## config.mk

```make
export PLATFORM = sky130hd
export DESIGN_NAME = nand_page_read_bad_block_skip_core
export DESIGN_NICKNAME = d
export VERILOG_FILES = /design/src/hw/rtl/nprbs_pkg.sv /design/src/hw/rtl/nprbs_front.sv /design/src/hw/rtl/nprbs_queue.sv /design/src/hw/rtl/nprbs_back.sv /design/src/hw/rtl/nand_page_read_bad_block_skip_core.sv
export SDC_FILE = /design/constraint.sdc
export NUM_CORES = 1
export LEC_CHECK = 0
export BUFFER_PORTS_ARGS = -buffer_cell sky130_fd_sc_hd__buf_4
export CORE_ASPECT_RATIO = 1.75
export CORE_MARGIN = 1.5
export CORE_UTILIZATION = 48
export CTS_BUF_LIST = sky130_fd_sc_hd__clkbuf_16
export CTS_CLUSTER_SIZE = 8
export DETAILED_ROUTE_END_ITERATION = 10
export PLACE_DENSITY = 0.67
export SLEW_MARGIN = 20
export SYNTH_ARGS = -nofsm -noshare
export SYNTH_HDL_FRONTEND = slang
export SYNTH_HIERARCHICAL = 1
export SYNTH_SLANG_ARGS = --single-unit
```

## constraint.sdc

```tcl
create_clock -name clk_i -period 5.3 [get_ports clk_i]
set_input_delay 0.265 -clock clk_i [delete_from_list [all_inputs] [get_ports clk_i]]
set_output_delay 0.265 -clock clk_i [all_outputs]
set_load 0.01 [all_outputs]
```

## src/hw/rtl/nprbs_pkg.sv

```systemverilog
// Package for the NAND large-page read sequencer with bad-block skipping.
// Holds the item structs, the event and action codes and the job descriptor.
// No dependencies.
package nprbs_pkg;

  typedef enum logic [1:0] {
    FUNC_START = 2'd0,
    FUNC_READY = 2'd1,
    FUNC_BYTE  = 2'd2,
    FUNC_NONE  = 2'd3
  } func_e;

  typedef enum logic [2:0] {
    ACT_SELECT   = 3'd0,
    ACT_DESELECT = 3'd1,
    ACT_COMMAND  = 3'd2,
    ACT_ADDRESS  = 3'd3,
    ACT_STROBE   = 3'd4,
    ACT_DELIVER  = 3'd5,
    ACT_DONE     = 3'd6,
    ACT_SPARE    = 3'd7
  } action_e;

  typedef enum logic [4:0] {
    PH_IDLE        = 5'b00001,
    PH_SPARE_READY = 5'b00010,
    PH_SPARE_BYTE  = 5'b00100,
    PH_DATA_READY  = 5'b01000,
    PH_DATA_BYTE   = 5'b10000
  } phase_e;

  localparam logic [7:0] CMD_READ    = 8'h00;
  localparam logic [7:0] CMD_CONFIRM = 8'h30;
  localparam logic [7:0] GOOD_MARK   = 8'hff;

  // Number of bus actions in one read sequence: select, two commands, five address bytes.
  localparam int unsigned IssueSteps = 8;
  localparam int unsigned SubW       = $clog2(IssueSteps);

  typedef struct packed {
    logic [1:0]  func;
    logic [31:0] start_address;
    logic [31:0] read_length;
    logic [7:0]  flash_byte;
  } in_item_t;

  typedef struct packed {
    action_e     action;
    logic [7:0]  bus_byte;
    logic [31:0] buffer_index;
    logic        last;
  } out_item_t;

  // Work handed from the front to the back. The back emits the enabled
  // parts in this order: deliver, deselect, read sequence, strobe, done.
  typedef struct packed {
    logic        deliver;
    logic        deselect;
    logic        issue;
    logic        strobe;
    logic        done;
    logic [7:0]  data;
    logic [31:0] index;
    logic [15:0] col;
    logic [23:0] page;
  } job_t;

endpackage

```

## src/hw/rtl/nprbs_front.sv

```systemverilog
// Front part of the read sequencer: takes each input item, advances the read
// state and turns the item into a job descriptor if it calls for any work. Depends on nprbs_pkg.
module nprbs_front
  import nprbs_pkg::*;
#(
  parameter int unsigned PAGE_BYTES  = 2048,
  parameter int unsigned BLOCK_BYTES = 131072
) (
  input  logic     clk_i,
  input  logic     rst_ni,
  input  logic     accept_i,
  input  in_item_t item_i,
  output logic     job_valid_o,
  output job_t     job_o
);

  localparam int unsigned PageLog  = $clog2(PAGE_BYTES);
  localparam int unsigned BlockLog = $clog2(BLOCK_BYTES);
  localparam int unsigned ColW     = PageLog;

  phase_e          phase_q, phase_d;
  logic [31:0]     addr_q, addr_d;
  logic [31:0]     done_q, done_d;
  logic [31:0]     len_q, len_d;
  logic [ColW-1:0] column_q, column_d;

  logic            do_issue, iss_check, iss_spare;
  logic [ColW:0]   column_inc;
  logic [31:0]     done_inc;
  job_t            job;

  assign column_inc = {1'b0, column_q} + {{ColW{1'b0}}, 1'b1};
  assign done_inc   = done_q + 32'd1;

  always_comb begin
    phase_d   = phase_q;
    addr_d    = addr_q;
    done_d    = done_q;
    len_d     = len_q;
    column_d  = column_q;
    do_issue  = 1'b0;
    iss_check = 1'b1;
    job       = '0;

    case (func_e'(item_i.func))
      FUNC_START: begin
        addr_d   = item_i.start_address;
        len_d    = item_i.read_length;
        done_d   = '0;
        column_d = item_i.start_address[ColW-1:0];
        if (item_i.read_length == 32'd0) begin
          phase_d  = PH_IDLE;
          job.done = 1'b1;
        end else begin
          do_issue = 1'b1;
        end
      end
      FUNC_READY: begin
        if (phase_q == PH_SPARE_READY) begin
          job.strobe = 1'b1;
          phase_d    = PH_SPARE_BYTE;
        end else if (phase_q == PH_DATA_READY) begin
          job.strobe = 1'b1;
          phase_d    = PH_DATA_BYTE;
        end
      end
      FUNC_BYTE: begin
        if (phase_q == PH_SPARE_BYTE) begin
          job.deselect = 1'b1;
          do_issue     = 1'b1;
          if (item_i.flash_byte != GOOD_MARK) begin
            addr_d = addr_q + 32'(BLOCK_BYTES);
          end else begin
            iss_check = 1'b0;
          end
        end else if (phase_q == PH_DATA_BYTE) begin
          job.deliver = 1'b1;
          job.data    = item_i.flash_byte;
          job.index   = done_q;
          done_d      = done_inc;
          addr_d      = addr_q + 32'd1;
          column_d    = column_inc[ColW-1:0];
          if (done_inc == len_q) begin
            job.deselect = 1'b1;
            job.done     = 1'b1;
            phase_d      = PH_IDLE;
            column_d     = '0;
          end else if (column_inc[ColW]) begin
            job.deselect = 1'b1;
            column_d     = '0;
            do_issue     = 1'b1;
          end else begin
            job.strobe = 1'b1;
          end
        end
      end
      default: ;
    endcase

    // A read sequence starting on a block boundary first fetches the spare byte.
    iss_spare = iss_check && (addr_d[BlockLog-1:0] == '0);
    if (do_issue) begin
      job.issue = 1'b1;
      job.col   = iss_spare ? 16'(PAGE_BYTES) : 16'(column_d);
      job.page  = 24'(addr_d >> PageLog);
      phase_d   = iss_spare ? PH_SPARE_READY : PH_DATA_READY;
    end
  end

  assign job_o       = job;
  assign job_valid_o = accept_i &&
                       (job.deliver || job.deselect || job.issue || job.strobe || job.done);

  always_ff @(posedge clk_i or negedge rst_ni) begin
    if (!rst_ni) begin
      phase_q  <= PH_IDLE;
      addr_q   <= '0;
      done_q   <= '0;
      len_q    <= '0;
      column_q <= '0;
    end else if (accept_i) begin
      phase_q  <= phase_d;
      addr_q   <= addr_d;
      done_q   <= done_d;
      len_q    <= len_d;
      column_q <= column_d;
    end
  end

endmodule

```

## src/hw/rtl/nprbs_queue.sv

```systemverilog
// Short job queue between the front and the back of the read sequencer.
// Register-based circular buffer of job descriptors. Depends on nprbs_pkg.
module nprbs_queue
  import nprbs_pkg::*;
#(
  parameter int unsigned DEPTH = 4
) (
  input  logic clk_i,
  input  logic rst_ni,
  input  logic push_i,
  input  job_t job_i,
  output logic full_o,
  input  logic pop_i,
  output logic empty_o,
  output job_t job_o
);

  localparam int unsigned PtrW = $clog2(DEPTH);

  job_t          mem_q [DEPTH];
  logic [PtrW-1:0] wr_ptr_q, rd_ptr_q;
  logic [PtrW:0]   count_q;
  logic            do_push, do_pop;

  assign full_o  = (count_q == (PtrW + 1)'(DEPTH));
  assign empty_o = (count_q == '0);
  assign do_push = push_i && !full_o;
  assign do_pop  = pop_i && !empty_o;
  assign job_o   = mem_q[rd_ptr_q];

  always_ff @(posedge clk_i) begin
    if (do_push) begin
      mem_q[wr_ptr_q] <= job_i;
    end
  end

  always_ff @(posedge clk_i or negedge rst_ni) begin
    if (!rst_ni) begin
      wr_ptr_q <= '0;
      rd_ptr_q <= '0;
      count_q  <= '0;
    end else begin
      if (do_push) begin
        wr_ptr_q <= (wr_ptr_q == PtrW'(DEPTH - 1)) ? '0 : wr_ptr_q + PtrW'(1);
      end
      if (do_pop) begin
        rd_ptr_q <= (rd_ptr_q == PtrW'(DEPTH - 1)) ? '0 : rd_ptr_q + PtrW'(1);
      end
      if (do_push && !do_pop) begin
        count_q <= count_q + (PtrW + 1)'(1);
      end else if (do_pop && !do_push) begin
        count_q <= count_q - (PtrW + 1)'(1);
      end
    end
  end

  assert property (@(posedge clk_i) disable iff (!rst_ni)
    count_q <= (PtrW + 1)'(DEPTH))
    else $error("queue fill count exceeds its depth");

  assert property (@(posedge clk_i) disable iff (!rst_ni)
    push_i |-> !full_o)
    else $error("job pushed into a full queue");

  assert property (@(posedge clk_i) disable iff (!rst_ni)
    (do_pop && !do_push && count_q == (PtrW + 1)'(1)) |=> empty_o)
    else $error("queue not empty after its last job was taken");

endmodule

```

## src/hw/rtl/nprbs_back.sv

```systemverilog
// Back part of the read sequencer: expands one job descriptor into bus actions,
// one result item per cycle while results are popped, and presents them as a queue head. Depends on nprbs_pkg.
module nprbs_back
  import nprbs_pkg::*;
(
  input  logic      clk_i,
  input  logic      rst_ni,
  input  logic      job_empty_i,
  input  job_t      job_i,
  output logic      job_pop_o,
  output logic      empty_o,
  input  logic      pop_i,
  output out_item_t out_item_o
);

  job_t            job_q, job_d;
  logic            busy_q, busy_d;
  logic [SubW-1:0] sub_q, sub_d;
  job_t            rest;
  out_item_t       item;
  logic            last, take;

  // Build the current result and the job left once it has been taken.
  always_comb begin
    item = '0;
    rest = job_q;
    if (job_q.deliver) begin
      item.action       = ACT_DELIVER;
      item.bus_byte     = job_q.data;
      item.buffer_index = job_q.index;
      rest.deliver      = 1'b0;
    end else if (job_q.deselect) begin
      item.action   = ACT_DESELECT;
      rest.deselect = 1'b0;
    end else if (job_q.issue) begin
      unique case (sub_q)
        3'd0: item.action = ACT_SELECT;
        3'd1: begin
          item.action   = ACT_COMMAND;
          item.bus_byte = CMD_READ;
        end
        3'd2: begin
          item.action   = ACT_ADDRESS;
          item.bus_byte = job_q.col[7:0];
        end
        3'd3: begin
          item.action   = ACT_ADDRESS;
          item.bus_byte = job_q.col[15:8];
        end
        3'd4: begin
          item.action   = ACT_ADDRESS;
          item.bus_byte = job_q.page[7:0];
        end
        3'd5: begin
          item.action   = ACT_ADDRESS;
          item.bus_byte = job_q.page[15:8];
        end
        3'd6: begin
          item.action   = ACT_ADDRESS;
          item.bus_byte = job_q.page[23:16];
        end
        default: begin
          item.action   = ACT_COMMAND;
          item.bus_byte = CMD_CONFIRM;
        end
      endcase
      if (sub_q == SubW'(IssueSteps - 1)) begin
        rest.issue = 1'b0;
      end
    end else if (job_q.strobe) begin
      item.action = ACT_STROBE;
      rest.strobe = 1'b0;
    end else begin
      item.action = ACT_DONE;
      rest.done   = 1'b0;
    end
    last      = !(rest.deliver || rest.deselect || rest.issue || rest.strobe || rest.done);
    item.last = last;
  end

  assign take       = busy_q && pop_i;
  assign job_pop_o  = (!busy_q || (take && last)) && !job_empty_i;
  assign empty_o    = !busy_q;
  assign out_item_o = item;

  always_comb begin
    job_d  = job_q;
    busy_d = busy_q;
    sub_d  = sub_q;
    if (take) begin
      job_d = rest;
      if (job_q.issue && !job_q.deliver && !job_q.deselect) begin
        sub_d = sub_q + SubW'(1);
      end
    end
    if (!busy_q || (take && last)) begin
      busy_d = !job_empty_i;
      job_d  = job_i;
      sub_d  = '0;
    end
  end

  always_ff @(posedge clk_i) begin
    job_q <= job_d;
  end

  always_ff @(posedge clk_i or negedge rst_ni) begin
    if (!rst_ni) begin
      busy_q <= 1'b0;
      sub_q  <= '0;
    end else begin
      busy_q <= busy_d;
      sub_q  <= sub_d;
    end
  end

  assert property (@(posedge clk_i) disable iff (!rst_ni)
    busy_q |-> (job_q.deliver || job_q.deselect || job_q.issue || job_q.strobe || job_q.done))
    else $error("back holds a job with no result left");

  assert property (@(posedge clk_i) disable iff (!rst_ni)
    (take && !last) |=> busy_q)
    else $error("job dropped before its last result");

  assert property (@(posedge clk_i) disable iff (!rst_ni)
    (busy_q && !pop_i) |=> (busy_q && $stable(sub_q)))
    else $error("unaccepted result changed");

endmodule

```

## src/hw/rtl/nand_page_read_bad_block_skip_core.sv

```systemverilog
// NAND large-page read sequencer with bad-block skipping: a start item gives a
// byte address and a length, and the block answers with the bus actions of each
// page read (select, 00h, two column and three row bytes, 30h), a strobe per
// ready event and per data byte that ends neither page nor read, and each delivered
// byte with its buffer index. At a block boundary the spare byte at the end of the
// page is read first and a block whose mark is not FFh is skipped. One input item
// is taken per cycle while the job queue has room; result items leave at one per
// cycle while pop is asserted, and an item causes up to 10 results, so the result
// side is what sets the sustained rate. Depends on nprbs_pkg.
module nand_page_read_bad_block_skip_core
  import nprbs_pkg::*;
#(
  parameter int unsigned PAGE_BYTES  = 2048,
  parameter int unsigned BLOCK_BYTES = 131072,
  parameter int unsigned QUEUE_DEPTH = 4
) (
  input  logic      clk_i,
  input  logic      rst_ni,
  input  logic      push,
  output logic      full,
  input  in_item_t  in_item_i,
  output logic      empty,
  input  logic      pop,
  output out_item_t out_item_o
);

  logic accept;
  logic job_valid, q_empty, q_pop;
  job_t front_job, head_job;

  assign accept = push && !full;

  nprbs_front #(
    .PAGE_BYTES (PAGE_BYTES),
    .BLOCK_BYTES(BLOCK_BYTES)
  ) u_front (
    .clk_i      (clk_i),
    .rst_ni     (rst_ni),
    .accept_i   (accept),
    .item_i     (in_item_i),
    .job_valid_o(job_valid),
    .job_o      (front_job)
  );

  nprbs_queue #(
    .DEPTH(QUEUE_DEPTH)
  ) u_queue (
    .clk_i  (clk_i),
    .rst_ni (rst_ni),
    .push_i (job_valid),
    .job_i  (front_job),
    .full_o (full),
    .pop_i  (q_pop),
    .empty_o(q_empty),
    .job_o  (head_job)
  );

  nprbs_back u_back (
    .clk_i      (clk_i),
    .rst_ni     (rst_ni),
    .job_empty_i(q_empty),
    .job_i      (head_job),
    .job_pop_o  (q_pop),
    .empty_o    (empty),
    .pop_i      (pop),
    .out_item_o (out_item_o)
  );

endmodule
```

==> run metrics, run 1 <==
run status finished clean; first-pass GRT wire length 96100 um; Skew-Pair Late Insertion Delay 0.61 ns; post-synthesis sequential area ratio 62.0%; CTS tree done; cells on worst reg2reg path 14; Int Power 9370 uW; Synth async-reset ratio 22.4%; Clock Path Buffers 3; Clock transition at path regs 0.05 ns; predominant post-synthesis flop cell edfxtp_1; DP HPWL 41000 um; Worst path slowest cell or4_4; pin count of the biggest net entering global routing 64; number of synthesized flops with an enable pin 425; clock sink total 548; first-pass detailed-route iteration total 8; die area 54700 um^2; Buf/Inv on CP 2; drt total wl 61500 um; Synth top area share 49.9%; Critical Path End u_queue/mem_q[0][25]$_DFFE_PP_; Clock Skews 0.0305 ns; mapped cell area 25600 um^2; crit path max fanout 26; worst reg2reg path startpoint u_front/done_q[5]$_DFFE_PN0P_; crit-path max cell delay 0.72 ns; Worst path depth 14; boundary pin count 124; Flop pwr share 44.3%; slew margin rel. 28.2%; antenna cells 0; switch share 28.6%; achievable frequency 198 MHz; worst path required time 5.56 ns; Synth area leaders edfxtp_1, dfrtp_1, mux4_2; Logic pwr share 21.6%; # DRC 0; GR Overflow Total 0; Pins Over Slew Limit 0; Critical Path AT 5.32 ns; RSZ-0062 raised after global routing no; initial drt markers 1314; #FFs+latches synth 548; Total Neg Setup Slack 0 ns; Vias/cell 5.97; peak supply drop 0.233 mV; Switching Power 3740 uW; CTS Buf Count 78; die height 308 um; max-cap viol count 0; worst-path cell chain nand3_2 -> or4_4 -> or4_1 -> mux2i_1 -> and4_1 -> and4_1 -> a31o_2 -> o21ai_1 -> and2_4 -> o41a_1 -> nor2b_1 -> buf_4 -> and2_4 -> buf_4; Initial Util 48.7%; crit end category register; final setup fails 0; Setup CP Type reg -> reg; Period Utilization, post-route 95.5%; Die Wd 177 um; clk root buf clkbuf_16; vias in the first global route 16627; antenna violations before repair 0; final antenna-violating net count 0; CP startpoint u_front/done_q[5]$_DFFE_PN0P_; Avg Cell Area, Syn 13.8 um^2; r2r setup slk 0.24 ns; # nets final 2106; gpl congestion 0.939; final hold violations 0; clock power share 34.1%; wire per inst 22.6 um; Tot Pwr 13100 uW; dominant cell type by area after synthesis edfxtp_1; CP delay by family, top simple AND/OR/NAND/NOR gates; via count 16249; Mapped Cells 1851; Core Region 52500 um^2; Global Route Usage Sum 23.1%; pwr dens 442 nW/um^2; leakage power 0.0107 uW; postcts setup bufs 0; slew at the pin closest to its max-slew limit 1.08 ns; WHS 0.0411 ns; H-tree Lvls 3; Area growth, synth to finish 16.2%; number of library cell types mapped by synthesis 100; layout cells sized above 1 20.8%; startpoint types register; fin crit period 5.06 ns; PortBufs 123; Min-Delay Path Class in -> reg; FF-to-FF End u_queue/mem_q[0][25]$_DFFE_PP_; synth warn 6; FP Rows 111
-- final cells by class --
class / instances / area, um^2
timing repair buffer: 207 / 1720
sequential: 548 / 15900
clock buffer: 79 / 1980
multi-input combinational: 1133 / 8930
tap: 678 / 848
clock inverter: 37 / 235
fill: 4225 / 22800
inverter: 39 / 146
-- cells in the final DEF (no fill, tap or decap), types with 13 or more instances in the layout --
cell type / instances
ha_1: 19
and2_1: 48
a31oi_1: 17
mux2_2: 44
and3_1: 48
nand2_1: 120
or3_1: 13
mux4_2: 85
nor2_1: 97
dlygate4sd3_1: 41
inv_1: 67
dfrtp_1: 119
edfxtp_1: 425
and4_1: 13
buf_4: 161
nand4_1: 27
a21boi_1: 60
a222oi_1: 15
o31ai_1: 13
a21oi_1: 78
xor2_1: 22
nor3_1: 19
nor4_1: 20
a21boi_0: 23
clkbuf_16: 79
o21ai_0: 78
xnor2_1: 47
nand3_1: 29
a22o_1: 22
-- power groups by stage --
stage	Clock [uW]	Sequential [uW]	Combinational (uW)
final	4470	5820	2830
after global routing	4740	5900	3080
after CTS	4560	5820	2850
after detailed placement	0	5900	2820
after global placement	0	5870	2770
after floorplan	0	5550	2350
-- worst register-to-register path: stages (launching register included) --
cell and delay [ns]:
dfrtp_1 0.54, nand3_2 0.26, or4_4 0.72, or4_1 0.63
mux2i_1 0.17, and4_1 0.20, and4_1 0.27, a31o_2 0.28
o21ai_1 0.12, and2_4 0.20, o41a_1 0.12, nor2b_1 0.21
buf_4 0.18, and2_4 0.43, buf_4 0.39
-- how the worst min path moves through the flow --
stage | depth (start not counted) | startpoint | end | slack (ns)
2_1_floorplan | 0 | rst_ni | u_back/busy_q$_DFFE_PN0N_ | -0.03
3_3_place_gp | 1 | rst_ni | u_front/len_q[11]$_DFFE_PN0P_ | 0.40
3_5_place_dp | 1 | rst_ni | u_front/len_q[8]$_DFFE_PN0P_ | 0.42
4_1_cts | 3 | in_item_i[41] | u_front/addr_q[1]$_DFFE_PN0P_ | 0.008
5_1_grt | 3 | in_item_i[67] | u_front/addr_q[27]$_DFFE_PN0P_ | 0.06
6_report | 3 | in_item_i[41] | u_front/addr_q[1]$_DFFE_PN0P_ | 0.04
-- what timing repair did --
item,in CTS,in global routing
hold endpoints to repair,103,0
hold buffers,41,0
gates resized for setup,0,0
-- synthesized netlist by cell type (20+ instances only) --
master / count
a21boi_0: 23
a21boi_1: 60
a21oi_1: 78
a22o_1: 22
and2_1: 51
and3_1: 48
buf_2: 22
clkbuf_1: 81
dfrtp_1: 122
edfxtp_1: 425
ha_1: 20
inv_1: 37
mux2_2: 44
mux4_2: 85
nand2_1: 121
nand3_1: 29
nand4_1: 27
nor2_1: 99
nor4_1: 20
o21ai_0: 78
xnor2_1: 47
xor2_1: 22
-- flip-flops by register name (all words and copies together), names as in the netlist --
signal,count
u_front/done_q,32
u_queue/count_q,3
u_queue/wr_ptr_q,2
u_front/len_q,32
u_back/job_q,85
u_front/addr_q,32
u_queue/rd_ptr_q,2
u_back/busy_q,1
u_queue/mem_q,340
u_back/sub_q,3
u_front/phase_q,5
u_front/column_q,11
-- layer usage --
layer  wire, um  track usage [%]  up-vias  share of wire (%)
li1           -                -     7426                  -
met4       2010             9.17        0                3.3
met3       2990             3.49      124                4.9
met1      24800             29.3     8134                 40
met2      31700             39.7      565                 52
met5          0                0        -                  0
-- through the flow --
step / area [um^2] / instances / setup slack [ns] / utilization, %
finish: 29700 / 2721 / 0.238 / 56.6
global route: 29700 / 2721 / 0.0383 / 56.6
CTS: 29700 / 2720 / 0.259 / 56.5
detailed placement: 27100 / 2563 / 0.316 / 51.5
global placement: 27100 / 2563 / 0.409 / 51.5
floorplan: 25600 / 1857 / 0.483 / -
-- logic make-up after synthesis --
family | Yosys count | synth area share (%)
other | 1 | 0.0147
buffers and inverters | 176 | 3.41
adders and majority gates | 21 | 1.06
AOI/OAI and AO/OA | 405 | 11.1
xor gates and xnor gates | 71 | 2.54
DFF | 548 | 62.0
muxes | 136 | 9.71
and+or+nand+nor | 493 | 10.3
No activity file was read; power rests on OpenSTA's default activity.
==> inputs of run 2 (changes only) <==
--- a/config.mk
+++ b/config.mk
@@ -8,11 +8,11 @@
 export BUFFER_PORTS_ARGS = -buffer_cell sky130_fd_sc_hd__buf_4
 export CORE_ASPECT_RATIO = 1.75
 export CORE_MARGIN = 1.5
-export CORE_UTILIZATION = 48
+export CORE_UTILIZATION = 56
 export CTS_BUF_LIST = sky130_fd_sc_hd__clkbuf_16
 export CTS_CLUSTER_SIZE = 8
 export DETAILED_ROUTE_END_ITERATION = 10
-export PLACE_DENSITY = 0.67
+export PLACE_DENSITY = 0.77
 export SLEW_MARGIN = 20
 export SYNTH_ARGS = -nofsm -noshare
 export SYNTH_HDL_FRONTEND = slang
==> run 2 against run 1 <==
Effect of this change: setup slack improved by 0.050 ns; sequential cell count did not move; non-clock buffer count rose by 2; highest routed layer unchanged; final cell count fell by 3.4%; register-to-register slack improved by 0.05 ns; combinational power rose by 2%; total power rose by 1.1%; critical endpoint is now u_queue/count_q[1]$_DFFE_PN0P_; fmax rose by 1.0%; via count rose by 3.7%.
==> run metrics, run 2 (synthesis gave the netlist of run 1 again) <==
run status finished clean (unchanged); Die Wd 165 um (was 177 um); drt total wl 64100 um (was 61500 um); Clock Skews 0.0280 ns (was 0.0305 ns); Buf/Inv on CP 1 (was 2); crit end category register (unchanged); worst slack at placement 0.282 ns (was 0.316 ns); Global Route Usage Sum 28.1% (was 23.1%); Initial Util 56.7% (was 48.7%); layout cells sized above 1 20.8% (about the same); FF-to-FF End u_queue/count_q[1]$_DFFE_PN0P_ (was u_queue/mem_q[0][25]$_DFFE_PP_); Core Region 45100 um^2 (was 52500 um^2); fillers 3161 (was 4225); FP Rows 103 (was 111); largest registers u_queue/mem_q: 340 flops, u_back/job_q: 85 flops (unchanged); clock sink total 548 (unchanged); pwr dens 447 nW/um^2 (was 442 nW/um^2); first-pass detailed-route iteration total 8 (unchanged); peak supply drop 0.284 mV (was 0.233 mV); Min-Delay Path Class in -> reg (unchanged); GR Overflow Total 0 (unchanged); Skew-Pair Late Insertion Delay 0.60 ns (was 0.61 ns); pin count of the biggest net entering global routing 81 (was 64); # nets final 2108 (was 2106); wire per inst 24.4 um (was 22.6 um); worst path required time 5.79 ns (was 5.56 ns); startpoint types register (unchanged); boundary pin count 124 (unchanged); via count 16856 (was 16249); RSZ-0062 raised after global routing no (unchanged); final setup fails 0 (unchanged); die height 286 um (was 308 um); cells on worst reg2reg path 15 (was 14); most common cell after layout, fill and taps aside edfxtp_1 (unchanged); slew margin rel. 29.8% (was 28.2%); achievable frequency 200 MHz (was 198 MHz); most frequent cells in the layout edfxtp_1, buf_4, nand2_1, dfrtp_1, nor2_1 (unchanged); final antenna-violating net count 0 (unchanged); slew at the pin closest to its max-slew limit 1.05 ns (was 1.08 ns); Setup CP Type reg -> reg (unchanged); DP HPWL 41100 um (was 41000 um); switch share 29.0% (was 28.6%); Critical Path AT 5.50 ns (was 5.32 ns); CTS Buf Count 78 (unchanged); initial drt markers 1607 (was 1314); max-cap viol count 0 (unchanged); crit path max fanout 12 (was 26); final worst slack 0.289 ns (was 0.238 ns); Int Power 9420 uW (was 9370 uW); worst hold stages 3 (unchanged); worst-path cell chain nand4_2 -> or4_4 -> nor4_2 -> a2bb2oi_1 -> nor4b_1 -> and4_1 -> a31o_2 -> o21ai_1 -> and2_4 -> o41a_1 -> nor2b_2 -> ha_1 -> inv_1 -> fa_1 -> mux2_2 (was nand3_2 -> or4_4 -> or4_1 -> mux2i_1 -> and4_1 -> and4_1 -> a31o_2 -> o21ai_1 -> and2_4 -> o41a_1 -> nor2b_1 -> buf_4 -> and2_4 -> buf_4); Biggest register u_queue/mem_q (unchanged); # DRC 0 (unchanged); Clock transition at path regs 0.06 ns (was 0.05 ns); clk root buf clkbuf_16 (unchanged); crit-path max cell delay 0.64 ns (was 0.72 ns); CTS tree done (unchanged); worst reg2reg path startpoint u_front/done_q[9]$_DFFE_PN0P_ (was u_front/done_q[5]$_DFFE_PN0P_); PortBufs 123 (unchanged); Clock Path Buffers 3 (unchanged); Switching Power 3850 uW (was 3740 uW); Worst path slowest cell or4_4 (unchanged); vias in the first global route 17360 (was 16627); Worst Hold Path EP u_front/addr_q[27]$_DFFE_PN0P_ (was u_front/addr_q[1]$_DFFE_PN0P_); antenna cells 0 (unchanged); die area 47000 um^2 (was 54700 um^2); first-pass GRT wire length 99700 um (was 96100 um); Period Utilization, post-route 94.6% (was 95.5%); Largest register FFs 340 (unchanged); H-tree Lvls 3 (unchanged); Vias/cell 6.41 (was 5.97); Flop pwr share 44.0% (was 44.3%); leakage power 0.0108 uW (was 0.0107 uW); r2r setup slk 0.29 ns (was 0.24 ns); Pins Over Slew Limit 0 (unchanged); CP delay by family, top simple AND/OR/NAND/NOR gates (unchanged); gpl congestion 0.910 (was 0.939); final hold violations 0 (unchanged); Area growth, synth to finish 16.1% (was 16.2%); hold wc startpoint in_item_i[67] (was in_item_i[41]); clock power share 34.2% (was 34.1%); fin util 65.8% (was 56.6%); fin crit period 5.01 ns (was 5.06 ns); antenna violations before repair 0 (unchanged); Total Neg Setup Slack 0 ns (unchanged); Logic pwr share 21.8% (was 21.6%)
[run 2: metrics by stage]
stage / hold slack (ns) / instances / total power [uW] / cell area (um^2)
global route: 0.0707 / 2629 / 13800 / 29700
global placement: 0.424 / 2462 / 8610 / 26900
floorplan: -0.0306 / 1857 / 7900 / 25600
CTS: 0.0231 / 2626 / 13300 / 29600
detailed placement: 0.450 / 2462 / 8710 / 26900
finish: 0.0475 / 2629 / 13300 / 29700
[run 2: worst min-delay path: cells and delay by family]
kind / cells / cell delay (ns)
buffers and inverters: 1 / 0.09
AO/OA/AOI/OAI: 2 / 0.25
[run 2: worst max-delay path by stage]
| stage | startpoint | end | slack (ns) | cells after the start |
|---|---|---|---|---|
| finish | u_front/done_q[9]$_DFFE_PN0P_ | u_queue/count_q[1]$_DFFE_PN0P_ | 0.29 | 15 |
| global route | u_front/done_q[9]$_DFFE_PN0P_ | u_queue/count_q[1]$_DFFE_PN0P_ | 0.04 | 15 |
| CTS | u_front/done_q[9]$_DFFE_PN0P_ | u_queue/mem_q[2][5]$_DFFE_PP_ | 0.21 | 13 |
| detailed placement | u_front/done_q[9]$_DFFE_PN0P_ | u_queue/count_q[2]$_DFFE_PN0P_ | 0.28 | 17 |
| global placement | u_front/done_q[1]$_DFFE_PN0P_ | u_queue/count_q[1]$_DFFE_PN0P_ | 0.36 | 16 |
| floorplan | u_front/done_q[2]$_DFFE_PN0P_ | u_queue/mem_q[0][0]$_DFFE_PP_ | 0.48 | 15 |
[run 2: area by class of cell]
cell class | instances | area [um^2] | share of cell area, %
inverters | 39 | 146 | 0.493
flip-flops and latches | 548 | 15900 | 53.4
repair buffers | 209 | 1770 | 5.95
well taps | 577 | 722 | 2.43
multi-input cells | 1133 | 8930 | 30.1
clock inverters | 43 | 260 | 0.877
clock buffers | 80 | 2000 | 6.75
[run 2: repair_timing]
| action | CTS | global route |
|---|---|---|
| hold endpoints to repair | 108 | 0 |
| endpoints found under the setup margin | 0 | 63 |
| buffers inserted | 0 | 1 |
| hold buffers | 41 | 0 |
| resized for setup | 0 | 1 |
[run 2: routing by layer]
layer | GRT usage (%) | vias up | share of wire, %
met5 | 0 | - | 0
met4 | 10.6 | 0 | 3.4
met3 | 4.09 | 149 | 6.5
met2 | 48.9 | 840 | 53
met1 | 35.5 | 8432 | 38
li1 | - | 7435 | -
[run 2: power by group through the flow]
stage	Sequential, uW	Clock [uW]	Combinational, uW
3_5_place_dp	5890	0	2820
2_1_floorplan	5550	0	2350
6_report	5830	4540	2890
4_1_cts	5830	4600	2890
3_3_place_gp	5860	0	2750
5_1_grt	5910	4780	3120
